File: src/rtl/core/frpf_pkg.sv
`timescale 1ns / 1ps
`default_nettype none

package frpf_pkg;

  localparam int unsigned DEFAULT_TABLE_DEPTH = 16;

  localparam int unsigned LEN_W      = 16;
  localparam int unsigned TYPE_W     = 8;
  localparam int unsigned ADDR_W     = 16;
  localparam int unsigned ACTION_W   = 8;
  localparam int unsigned HOP_W      = 16;
  localparam int unsigned STATUS_W   = 3;
  localparam int unsigned IDX_OUT_W  = 4;
  localparam int unsigned RULES_W    = 5;
  localparam int unsigned CNT_W      = 32;

  localparam int unsigned IN_TDATA_W  = 72;
  localparam int unsigned OUT_TDATA_W = 168;

  localparam logic [TYPE_W-1:0] TYPE_DATA   = 8'h01;
  localparam logic [TYPE_W-1:0] TYPE_CONFIG = 8'h10;
  localparam logic [TYPE_W-1:0] TYPE_RULE   = 8'h12;

  localparam logic [LEN_W-1:0] MIN_LEN      = 16'd7;
  localparam logic [LEN_W-1:0] MIN_RULE_LEN = 16'd14;

  typedef enum logic [STATUS_W-1:0] {
    STAT_TOO_SHORT  = 3'd0,
    STAT_RULE_ADDED = 3'd1,
    STAT_TABLE_FULL = 3'd2,
    STAT_RULE_SHORT = 3'd3,
    STAT_FORWARDED  = 3'd4,
    STAT_DROPPED    = 3'd5,
    STAT_CONFIG     = 3'd6,
    STAT_UNKNOWN    = 3'd7
  } status_e;

  typedef enum logic [1:0] {
    ST_IDLE,
    ST_CLASSIFY,
    ST_SCAN,
    ST_DONE
  } state_e;

  typedef struct packed {
    logic [CNT_W-1:0]    hits;
    logic [HOP_W-1:0]    hop;
    logic [ACTION_W-1:0] action;
    logic [ADDR_W-1:0]   dst;
    logic [ADDR_W-1:0]   src;
  } entry_t;

  typedef struct packed {
    logic load;
    logic start_scan;
    logic scan;
    logic step;
    logic commit;
  } ctrl_cmd_t;

  typedef struct packed {
    logic scan_req;
    logic match;
    logic last;
    logic out_free;
  } dp_status_t;

endpackage

`default_nettype wire

File: src/rtl/core/frpf_ctrl.sv
`timescale 1ns / 1ps
`default_nettype none

module frpf_ctrl (
  input  wire                 clk_i,
  input  wire                 rst_ni,
  input  wire                 in_valid_i,
  output logic                in_ready_o,
  input  frpf_pkg::dp_status_t dp_status_i,
  output frpf_pkg::ctrl_cmd_t  cmd_o
);

  frpf_pkg::state_e state_q, state_d;

  always_ff @(posedge clk_i or negedge rst_ni) begin
    if (!rst_ni) begin
      state_q <= frpf_pkg::ST_IDLE;
    end else begin
      state_q <= state_d;
    end
  end

  always_comb begin
    state_d = state_q;
    unique case (state_q)
      frpf_pkg::ST_IDLE: begin
        if (in_valid_i) begin
          state_d = frpf_pkg::ST_CLASSIFY;
        end
      end
      frpf_pkg::ST_CLASSIFY: begin
        if (dp_status_i.scan_req) begin
          state_d = frpf_pkg::ST_SCAN;
        end else begin
          state_d = frpf_pkg::ST_DONE;
        end
      end
      frpf_pkg::ST_SCAN: begin
        if (dp_status_i.match || dp_status_i.last) begin
          state_d = frpf_pkg::ST_DONE;
        end
      end
      frpf_pkg::ST_DONE: begin
        if (dp_status_i.out_free) begin
          state_d = frpf_pkg::ST_IDLE;
        end
      end
      default: state_d = frpf_pkg::ST_IDLE;
    endcase
  end

  always_comb begin
    in_ready_o = 1'b0;
    cmd_o      = '0;
    unique case (state_q)
      frpf_pkg::ST_IDLE: begin
        in_ready_o = 1'b1;
        cmd_o.load = in_valid_i;
      end
      frpf_pkg::ST_CLASSIFY: begin
        cmd_o.start_scan = dp_status_i.scan_req;
      end
      frpf_pkg::ST_SCAN: begin
        cmd_o.scan = 1'b1;
        cmd_o.step = !dp_status_i.match && !dp_status_i.last;
      end
      frpf_pkg::ST_DONE: begin
        cmd_o.commit = dp_status_i.out_free;
      end
      default: begin
        in_ready_o = 1'b0;
      end
    endcase
  end

endmodule

`default_nettype wire

File: src/rtl/core/frpf_dp.sv
`timescale 1ns / 1ps
`default_nettype none

module frpf_dp #(
  parameter int unsigned TABLE_DEPTH = frpf_pkg::DEFAULT_TABLE_DEPTH
) (
  input  wire                                    clk_i,
  input  wire                                    rst_ni,
  input  wire  [frpf_pkg::IN_TDATA_W-1:0]        in_data_i,
  input  wire  [frpf_pkg::TYPE_W-1:0]            in_type_i,
  input  frpf_pkg::ctrl_cmd_t                    cmd_i,
  output frpf_pkg::dp_status_t                   status_o,
  output logic                                   out_valid_o,
  input  wire                                    out_ready_i,
  output logic [frpf_pkg::OUT_TDATA_W-1:0]       out_data_o,
  output logic [frpf_pkg::STATUS_W-1:0]          out_status_o
);

  localparam int unsigned IdxW = (TABLE_DEPTH > 1) ? $clog2(TABLE_DEPTH) : 1;
  localparam int unsigned CntW = $clog2(TABLE_DEPTH + 1);

  logic [frpf_pkg::LEN_W-1:0]    len_q;
  logic [frpf_pkg::TYPE_W-1:0]   type_q;
  logic [frpf_pkg::ADDR_W-1:0]   dst_q;
  logic [frpf_pkg::ADDR_W-1:0]   src_q;
  logic [frpf_pkg::ACTION_W-1:0] act_q;
  logic [frpf_pkg::HOP_W-1:0]    hop_q;

  logic [IdxW-1:0] scan_q, scan_d;
  logic            hit_q, hit_d;
  logic [CntW-1:0] count_q, count_d;
  logic [frpf_pkg::CNT_W-1:0] rx_q, rx_d, fwd_q, fwd_d, drop_q, drop_d;

  frpf_pkg::entry_t mem [TABLE_DEPTH];
  frpf_pkg::entry_t rdata_q;
  frpf_pkg::entry_t wr_data;
  logic [IdxW-1:0]  wr_addr;
  logic             wr_en;

  logic len_ok, is_rule, is_data, table_full, match;
  logic [frpf_pkg::CNT_W-1:0] hits_inc;

  frpf_pkg::status_e            res_status;
  logic [frpf_pkg::HOP_W-1:0]   res_hop;
  logic [frpf_pkg::ACTION_W-1:0] res_act;
  logic [frpf_pkg::IDX_OUT_W-1:0] res_idx;
  logic [frpf_pkg::CNT_W-1:0]   res_hits;

  logic out_valid_q, out_valid_d;
  logic [frpf_pkg::OUT_TDATA_W-1:0] out_data_q;
  logic [frpf_pkg::STATUS_W-1:0]    out_status_q;

  always_ff @(posedge clk_i) begin
    if (cmd_i.load) begin
      len_q  <= in_data_i[15:0];
      dst_q  <= in_data_i[31:16];
      src_q  <= in_data_i[47:32];
      act_q  <= in_data_i[55:48];
      hop_q  <= in_data_i[71:56];
      type_q <= in_type_i;
    end
  end

  assign len_ok     = (len_q >= frpf_pkg::MIN_LEN);
  assign is_rule    = (type_q == frpf_pkg::TYPE_RULE);
  assign is_data    = (type_q == frpf_pkg::TYPE_DATA);
  assign table_full = (count_q == CntW'(TABLE_DEPTH));
  assign match      = (rdata_q.src == src_q) && (rdata_q.dst == dst_q);
  assign hits_inc   = rdata_q.hits + 32'd1;

  assign status_o.scan_req = len_ok && is_data && (count_q != '0);
  assign status_o.match    = match;
  assign status_o.last     = ((CntW'(scan_q) + CntW'(1)) == count_q);
  assign status_o.out_free = !out_valid_q || out_ready_i;

  always_comb begin
    scan_d = scan_q;
    if (cmd_i.start_scan) begin
      scan_d = '0;
    end else if (cmd_i.step) begin
      scan_d = scan_q + IdxW'(1);
    end
  end

  always_comb begin
    hit_d = hit_q;
    if (cmd_i.load) begin
      hit_d = 1'b0;
    end else if (cmd_i.scan && match) begin
      hit_d = 1'b1;
    end
  end

  always_comb begin
    res_status = frpf_pkg::STAT_TOO_SHORT;
    res_hop    = '0;
    res_act    = '0;
    res_idx    = '0;
    res_hits   = '0;
    count_d    = count_q;
    rx_d       = rx_q;
    fwd_d      = fwd_q;
    drop_d     = drop_q;
    wr_en      = 1'b0;
    wr_addr    = scan_q;
    wr_data    = rdata_q;
    if (len_ok) begin
      rx_d = rx_q + 32'd1;
      if (is_rule) begin
        if (len_q < frpf_pkg::MIN_RULE_LEN) begin
          res_status = frpf_pkg::STAT_RULE_SHORT;
        end else if (table_full) begin
          res_status = frpf_pkg::STAT_TABLE_FULL;
        end else begin
          res_status     = frpf_pkg::STAT_RULE_ADDED;
          res_idx        = frpf_pkg::IDX_OUT_W'(count_q);
          wr_en          = 1'b1;
          wr_addr        = IdxW'(count_q);
          wr_data.src    = src_q;
          wr_data.dst    = dst_q;
          wr_data.action = act_q;
          wr_data.hop    = hop_q;
          wr_data.hits   = '0;
          count_d        = count_q + CntW'(1);
        end
      end else if (is_data) begin
        if (hit_q) begin
          res_status   = frpf_pkg::STAT_FORWARDED;
          res_hop      = rdata_q.hop;
          res_act      = rdata_q.action;
          res_idx      = frpf_pkg::IDX_OUT_W'(scan_q);
          res_hits     = hits_inc;
          wr_en        = 1'b1;
          wr_data.hits = hits_inc;
          fwd_d        = fwd_q + 32'd1;
        end else begin
          res_status = frpf_pkg::STAT_DROPPED;
          drop_d     = drop_q + 32'd1;
        end
      end else if (type_q == frpf_pkg::TYPE_CONFIG) begin
        res_status = frpf_pkg::STAT_CONFIG;
      end else begin
        res_status = frpf_pkg::STAT_UNKNOWN;
      end
    end
  end

  always_ff @(posedge clk_i) begin
    if (cmd_i.commit && wr_en) begin
      mem[wr_addr] <= wr_data;
    end
  end

  always_ff @(posedge clk_i) begin
    rdata_q <= mem[scan_d];
  end

  always_ff @(posedge clk_i or negedge rst_ni) begin
    if (!rst_ni) begin
      scan_q      <= '0;
      hit_q       <= 1'b0;
      count_q     <= '0;
      rx_q        <= '0;
      fwd_q       <= '0;
      drop_q      <= '0;
      out_valid_q <= 1'b0;
    end else begin
      scan_q      <= scan_d;
      hit_q       <= hit_d;
      out_valid_q <= out_valid_d;
      if (cmd_i.commit) begin
        count_q <= count_d;
        rx_q    <= rx_d;
        fwd_q   <= fwd_d;
        drop_q  <= drop_d;
      end
    end
  end

  always_comb begin
    out_valid_d = out_valid_q;
    if (cmd_i.commit) begin
      out_valid_d = 1'b1;
    end else if (out_ready_i) begin
      out_valid_d = 1'b0;
    end
  end

  always_ff @(posedge clk_i) begin
    if (cmd_i.commit) begin
      out_status_q <= res_status;
      out_data_q   <= {7'd0, drop_d, fwd_d, rx_d, frpf_pkg::RULES_W'(count_d),
                       res_hits, res_idx, res_act, res_hop};
    end
  end

  assign out_valid_o  = out_valid_q;
  assign out_data_o   = out_data_q;
  assign out_status_o = out_status_q;

endmodule

`default_nettype wire

File: src/rtl/core/flow_rule_packet_forwarder.sv
// Exact-match flow table packet forwarder.
// The slave stream carries one parsed packet header per transfer; the
// packet type travels on tuser and the remaining header fields on tdata.
// The master stream returns one result per header: the status code on
// tuser, and on tdata the matched rule's next hop, action, index and hit
// count together with the rule count and the three packet counters.
// One header is processed at a time. Its fields are registered on transfer,
// then classified; a valid data packet with a nonempty table then compares
// the table entries in order until a match or the last entry. The result is
// written to the output register once that register is free, and the next
// header is taken after that; the entry scan reads the rule memory at one
// entry per cycle.
// The output register frees the input side: a new header is taken while a
// result still waits, and a header only stalls in its last cycle when the
// receiver has not yet taken the previous result.
// Reset empties the rule table and clears all counters and the output
// valid; the rule memory itself is not cleared, since only entries below
// the rule count are ever used.
`timescale 1ns / 1ps
`default_nettype none

module flow_rule_packet_forwarder #(
  parameter int unsigned TABLE_DEPTH = frpf_pkg::DEFAULT_TABLE_DEPTH
) (
  input  wire                                 clk_i,
  input  wire                                 rst_ni,
  input  wire                                 s_axis_tvalid_i,
  output logic                                s_axis_tready_o,
  // length, dest_addr, source_addr, new_action, new_next_hop
  input  wire  [frpf_pkg::IN_TDATA_W-1:0]     s_axis_tdata_i,
  // pkt_type
  input  wire  [frpf_pkg::TYPE_W-1:0]         s_axis_tuser_i,
  output logic                                m_axis_tvalid_o,
  input  wire                                 m_axis_tready_i,
  // hop_out, action_out, match_index, match_hits, rules_in_use,
  // received_total, forwarded_total, dropped_total, zero fill
  output logic [frpf_pkg::OUT_TDATA_W-1:0]    m_axis_tdata_o,
  // status
  output logic [frpf_pkg::STATUS_W-1:0]       m_axis_tuser_o
);

  frpf_pkg::ctrl_cmd_t  cmd;
  frpf_pkg::dp_status_t dp_status;

  frpf_ctrl u_ctrl (
    .clk_i       (clk_i),
    .rst_ni      (rst_ni),
    .in_valid_i  (s_axis_tvalid_i),
    .in_ready_o  (s_axis_tready_o),
    .dp_status_i (dp_status),
    .cmd_o       (cmd)
  );

  frpf_dp #(
    .TABLE_DEPTH (TABLE_DEPTH)
  ) u_dp (
    .clk_i        (clk_i),
    .rst_ni       (rst_ni),
    .in_data_i    (s_axis_tdata_i),
    .in_type_i    (s_axis_tuser_i),
    .cmd_i        (cmd),
    .status_o     (dp_status),
    .out_valid_o  (m_axis_tvalid_o),
    .out_ready_i  (m_axis_tready_i),
    .out_data_o   (m_axis_tdata_o),
    .out_status_o (m_axis_tuser_o)
  );

endmodule

`default_nettype wire

File: config.mk
export PLATFORM = sky130hd
export DESIGN_NAME = flow_rule_packet_forwarder
export DESIGN_NICKNAME = d
export VERILOG_FILES = /design/src/rtl/core/frpf_pkg.sv /design/src/rtl/core/frpf_ctrl.sv /design/src/rtl/core/frpf_dp.sv /design/src/rtl/core/flow_rule_packet_forwarder.sv
export SDC_FILE = /design/constraint.sdc
export NUM_CORES = 2
export LEC_CHECK = 0
export ABC_AREA = 1
export BUFFER_PORTS_ARGS = -buffer_cell sky130_fd_sc_hd__buf_2
export CAP_MARGIN = 30
export CORE_MARGIN = 10
export CORE_UTILIZATION = 35
export CTS_CLUSTER_DIAMETER = 120
export DETAILED_ROUTE_END_ITERATION = 8
export HOLD_SLACK_MARGIN = 0.15
export PLACE_DENSITY = 0.56
export SLEW_MARGIN = 0
export SYNTH_ARGS = -nofsm -noshare
export SYNTH_HDL_FRONTEND = slang
export SYNTH_HIERARCHICAL = 1
export SYNTH_SLANG_ARGS = --single-unit
File: constraint.sdc
create_clock -name clk_i -period 19 [get_ports clk_i]
set_input_delay 0.95 -clock clk_i [delete_from_list [all_inputs] [get_ports clk_i]]
set_output_delay 0.95 -clock clk_i [all_outputs]
set_load 0.02 [all_outputs]
Yosys cells after proc, flatten, opt, wreduce, memory -nomap -nowiden

Memory sizes are Yosys's and may differ from the RTL's. A register that Yosys moved wholly into a read port is not among the register bits.
Index checks and enable logic that the tools add are counted.
W data, S select, Z words.

Flip-flop bits (word level): 353
Memory bits (writable): 1,408
Input bits: 84
Output and inout port bits: 173
Logic and storage cells: 120
Memories: 1

Memories:

| memory   | words | width | rd ports | clocked after memory_dff | wr ports | line          | text |
|---|---|---|---|---|---|---|---|
| u_dp.mem | 16    | 88    | 1        | 1                        | 1        | frpf_dp.sv:34 | `frpf_pkg::entry_t mem [TABLE_DEPTH];` |

$add $sub $neg: 7
Order comparisons: 2
Equality and inequality tests: 13
Mux-type cells: 59
Bitwise operators: 3
Reductions and logical operators: 17

Operators by type and width:

| operator                | count |
|---|---|
| $mux W32                | 12 |
| $mux W88                | 3 |
| $add A32 B1 Y32 const B | 4 |
| $mux W56                | 1 |
| $mux W4                 | 11 |
| $eq A16 B16 Y1          | 2 |
| $mux W5                 | 4 |
| $mux W1                 | 19 |
| $eq A8 B5 Y1 const B    | 2 |
| $ge A16 B3 Y1 const B   | 1 |
| $lt A16 B4 Y1 const B   | 1 |
| $mux W2                 | 6 |
| $eq A8 B1 Y1 const B    | 1 |
| $pmux W2 S4             | 1 |
| $logic_and A1 B1 Y1     | 6 |
| $mux W3                 | 2 |
| $add A4 B1 Y5 const B   | 1 |
| $add A5 B1 Y5 const B   | 1 |
| $eq A5 B5 Y1            | 1 |
| $eq A5 B5 Y1 const B    | 1 |
| $reduce_bool A5 Y1      | 1 |
| $add A4 B1 Y4 const B   | 1 |
| $eq A2 B2 Y1 const B    | 2 |
| $ne A2 B1 Y1 const B    | 2 |
| other kinds (9)         | 15 |

Longest topological paths before layout

Depth after elaboration: 8
Mapped depth: 24
Gate-level depth less buffers: 21

Cells and area by module

Netlist, hierarchy kept.

By module, submodules not included:

| module    | instances | cells each | area an instance (um^2) | seq. area each (um^2) |
|---|---|---|---|---|
| frpf_dp   | 1         | 6,466      | 75,821.5                | 54,046.8 |
| frpf_ctrl | 1         | 36         | 227.7                   | 50.0 |

Least setup slack after synthesis

OpenSTA, ideal clock, no wires.

Kind: input to register
From: input port m_axis_tready_i
To: memory u_dp/mem[0][0] in the netlist's numbering, enable pin
Setup time: 0.536 ns
Arrival: 8.914 ns
Data required time: 18.464 ns
Slack: 9.551 ns
Cell stages on the path: 8
Path buffers: 0
Cell sequence: inv_1 nand2_1 nand2_1 inv_1 inv_1 nor2_1 nand3_1 nor2_1

RTL lines:

| item               | line                             | text |
|---|---|---|
| start: declaration | flow_rule_packet_forwarder.sv:34 | `input wire m_axis_tready_i,` |
| end: declaration   | frpf_dp.sv:34                    |  |

==> metrics.csv <==
metric;value;unit
Chip Width;486.1;µm
Synth Flop Type;edfxtp_1;
cts bufs inserted;185;
final setup fails;0;
Syn. warnings;6;
Power Dens Cells;167.0;mW/mm²
drt wl/cell;21.69;µm
CP arrival;6950;ps
Mapped Area;0.07605;mm²
Layout area overhead;14.37;%
Root Buffer;clkbuf_16;
Die H;486.1;µm
die area;0.2363;mm²
clk buf depth;3;
Initial Util;35.09;%
CORE AREA;0.2167;mm²
Max-Slew Margin vs Limit;25.38;%
compound-cell area share of the yosys netlist;10.07;%
drt pass-1 iters;6;
Clock transition at path regs;60;ps
initial antenna violation count;12;
Max FO, Critical Path;106;
total congestion overflow;0;
max_cap viols;0;
leakage power;31.37;nW
EDFF count, synth;1652;
Post-Synth XOR/XNOR Area;0.7025;%
critical path type;reg -> reg;
FP Rows;171;
most frequent cells in the layout;edfxtp_1 (1652), nand2_1 (1182), inv_1 (662), nor2_1 (610), o211ai_1 (586);
ANT nets after route;0;
H-Tree Depth;4;
via count;50080;
TNS Setup;0;ps
RePlAce Congestion;0.8447;
main combinational cell family by area after synthesis;simple AND/OR/NAND/NOR gates;
Worst-Skew Late Latency;810;ps
Pwr Total;14.52;mW
Post-DP HPWL;112100;µm
fin crit period;6262;ps
first-pass GRT wire length;313200;µm
RSZ-0062 raised after global routing;no;
I/O pin cnt;257;
Setup crit start kind;flip-flop;
TritonCTS clock tree;done;
Setup Skew;29.97;ps
post-synthesis simple-gate area fraction;12.55;%
DRC violations left;0;
GRT Total Usage;17.19;%
status;completed;
Util after Layout;40.13;%
Yosys reg bits;1849;
r2r setup slk;12740;ps
vias in the first global route;47720;
worst-path cell with the longest stage delay;buf_4;
FF-to-FF End;u_dp/rdata_q[11];
max-slew violations;0;
cell mode on critical path;nand2_1;
most common cell after layout, fill and taps aside;edfxtp_1;
required time of the critical path;19690;ps
PortBufs;249;
iteration-0 DRC count of the detailed router;4971;
Syn Inst Count;6502;
worst-margin pin slew;1112;ps
worst vdd rail ir drop;0.3130;mV
FFs w/ async S/R, synth;5.895;%
final wirelength;211300;µm
hold path endpoint;u_dp/act_q[5];
worst path cell trace;nand2_1, nor2_1, nor2_1, nand2_2, inv_1, a311oi_1, nand2_1, inv_1, inv_2, nand3_4, buf_4, buf_4, buf_4, nand2_1, o211ai_1, o211ai_1, nand3_1, nand2_1;
period utilization;32.96;%
fill cell count;20370;
hold path depth;1;
crit end category;flip-flop;
Synth Area in Adders;0.1974;%
Final #Nets;6822;
hold_ws;308.1;ps
fmax;159.7;MHz
R2R cell count;18;
vias per cell;5.141;
CP peak stage delay;890;ps
largest net degree at the start of global routing;241;
Post-CTS Setup Repair Bufs;0;
syn_area_per_cell;11.70;µm²
Final Hold Fails;0;
share of cells above drive strength 1;10.25;%
Distinct cells, synth;41;
clk sinks;1849;
worst hold path class;in -> reg;
r2r startpoint;u_dp/len_q[1];
hold_sp;s_axis_tdata_i[53];
Seq/Total Area, Yosys;71.13;%
post-synthesis mux area share;0;%
==> sequential cells by signal, summed over array words and instances (netlist names) <==
signal             flops
u_dp/rdata_q          88
u_dp/rx_q             32
u_dp/count_q           5
u_dp/mem            1408
u_dp/src_q            16
u_dp/fwd_q            32
u_dp/type_q            8
u_dp/out_status_o      3
u_dp/hop_q            16
u_dp/scan_q            4
u_dp/drop_q           32
u_dp/dst_q            16
u_dp/len_q            16
u_dp/out_valid_o       1
u_dp/act_q             8
u_ctrl/state_q         2
u_dp/hit_q             1
u_dp/out_data_o      161
==> synthesized netlist by cell type (6+ instances only) <==
cell type	instances	area share (%)
a21oi_1	39	0.26
o21ai_0	545	3.6
xnor2_1	22	0.25
nand3_1	398	2.6
inv_1	666	3.3
edfxtp_1	1652	65
o211ai_1	586	5.8
o22ai_1	12	0.099
dfrtp_1	109	3.6
and2_1	25	0.21
o21ai_1	32	0.21
buf_1	23	0.11
dfxtp_1	88	2.3
nand3b_1	7	0.069
xor2_1	39	0.45
inv_2	6	0.030
buf_2	130	0.86
nor3_1	24	0.16
nand2_1	1183	5.8
nand4_1	36	0.30
buf_4	14	0.14
ha_1	12	0.20
clkbuf_1	187	0.92
nor2_1	627	3.1
==> per-stage QoR <==
stage / setup WS [ps] / cells / area, µm²
floorplan: 9551 / 6508 / 76070
global placement: 12890 / 9369 / 80520
detailed placement: 12760 / 9387 / 80750
CTS: 12750 / 9735 / 86860
global route: 12080 / 9741 / 86980
finish: 12740 / 9741 / 86980
==> worst max-delay path by stage <==
stage | startpoint | to | slack, ps
finish | u_dp/len_q[1] | u_dp/rdata_q[11] | 12740
global route | u_dp/len_q[1] | u_dp/rdata_q[17] | 12080
CTS | u_dp/len_q[1] | u_dp/rdata_q[11] | 12750
detailed placement | u_dp/len_q[1] | u_dp/rdata_q[11] | 12760
global placement | u_dp/len_q[1] | u_dp/rdata_q[28] | 12890
floorplan | m_axis_tready_i | u_dp/mem[0][0] | 9550
==> cell families after synthesis <==
kind of cell             after synthesis
AND/OR/NAND/NOR                     2326
flip-flops                          1849
AO/OA/AOI/OAI                       1227
buffers and inverters               1026
XOR/XNOR                              61
adder cells (fa/ha/maj)               12
other                                  1
==> report_power, final <==
group | total (mW) | internal, mW | leakage, nW | switching, mW
clock | 3.66 | 2.09 | 2.98 | 1.57
sequential | 5.42 | 5.23 | 17.2 | 0.192
combinational | 5.44 | 1.49 | 11.2 | 3.95
==> per-layer routing <==
metal	track usage (%)	vias to the layer above	wire (µm)
li1	-	23290	-
met1	24.94	24750	96900
met2	27.09	1766	95550
met3	2.868	276	15020
met4	3.743	0	3787
met5	0	-	0
==> critical path: cells and delay by family (launching register included) <==
family          cells  cell delay (ps)
compound gates      3              700
flops               1              330
buf+inv             6             3090
simple gates        9             1840
==> final cells by class <==
| cell class | count | area (µm²) | area share, % |
|---|---|---|---|
| Timing Repair Buffer | 385 | 2557 | 2.940 |
| Tap cell | 2854 | 3571 | 4.106 |
| Multi-Input combinational cell | 3633 | 18110 | 20.82 |
| Clock inverter | 100 | 1018 | 1.171 |
| Clock buffer | 247 | 5076 | 5.836 |
| Sequential cell | 1849 | 54100 | 62.20 |
| Inverter | 672 | 2547 | 2.929 |
| Antenna cell | 1 | 2.502 | 0.002877 |
==> what timing repair did <==
| action | CTS | global route |
|---|---|---|
| endpoints found under the hold margin | 42 | 0 |
| gates resized for setup | 0 | 0 |
| hold buffers | 1 | 0 |
Note: power is estimated with default switching activity, not from simulation.
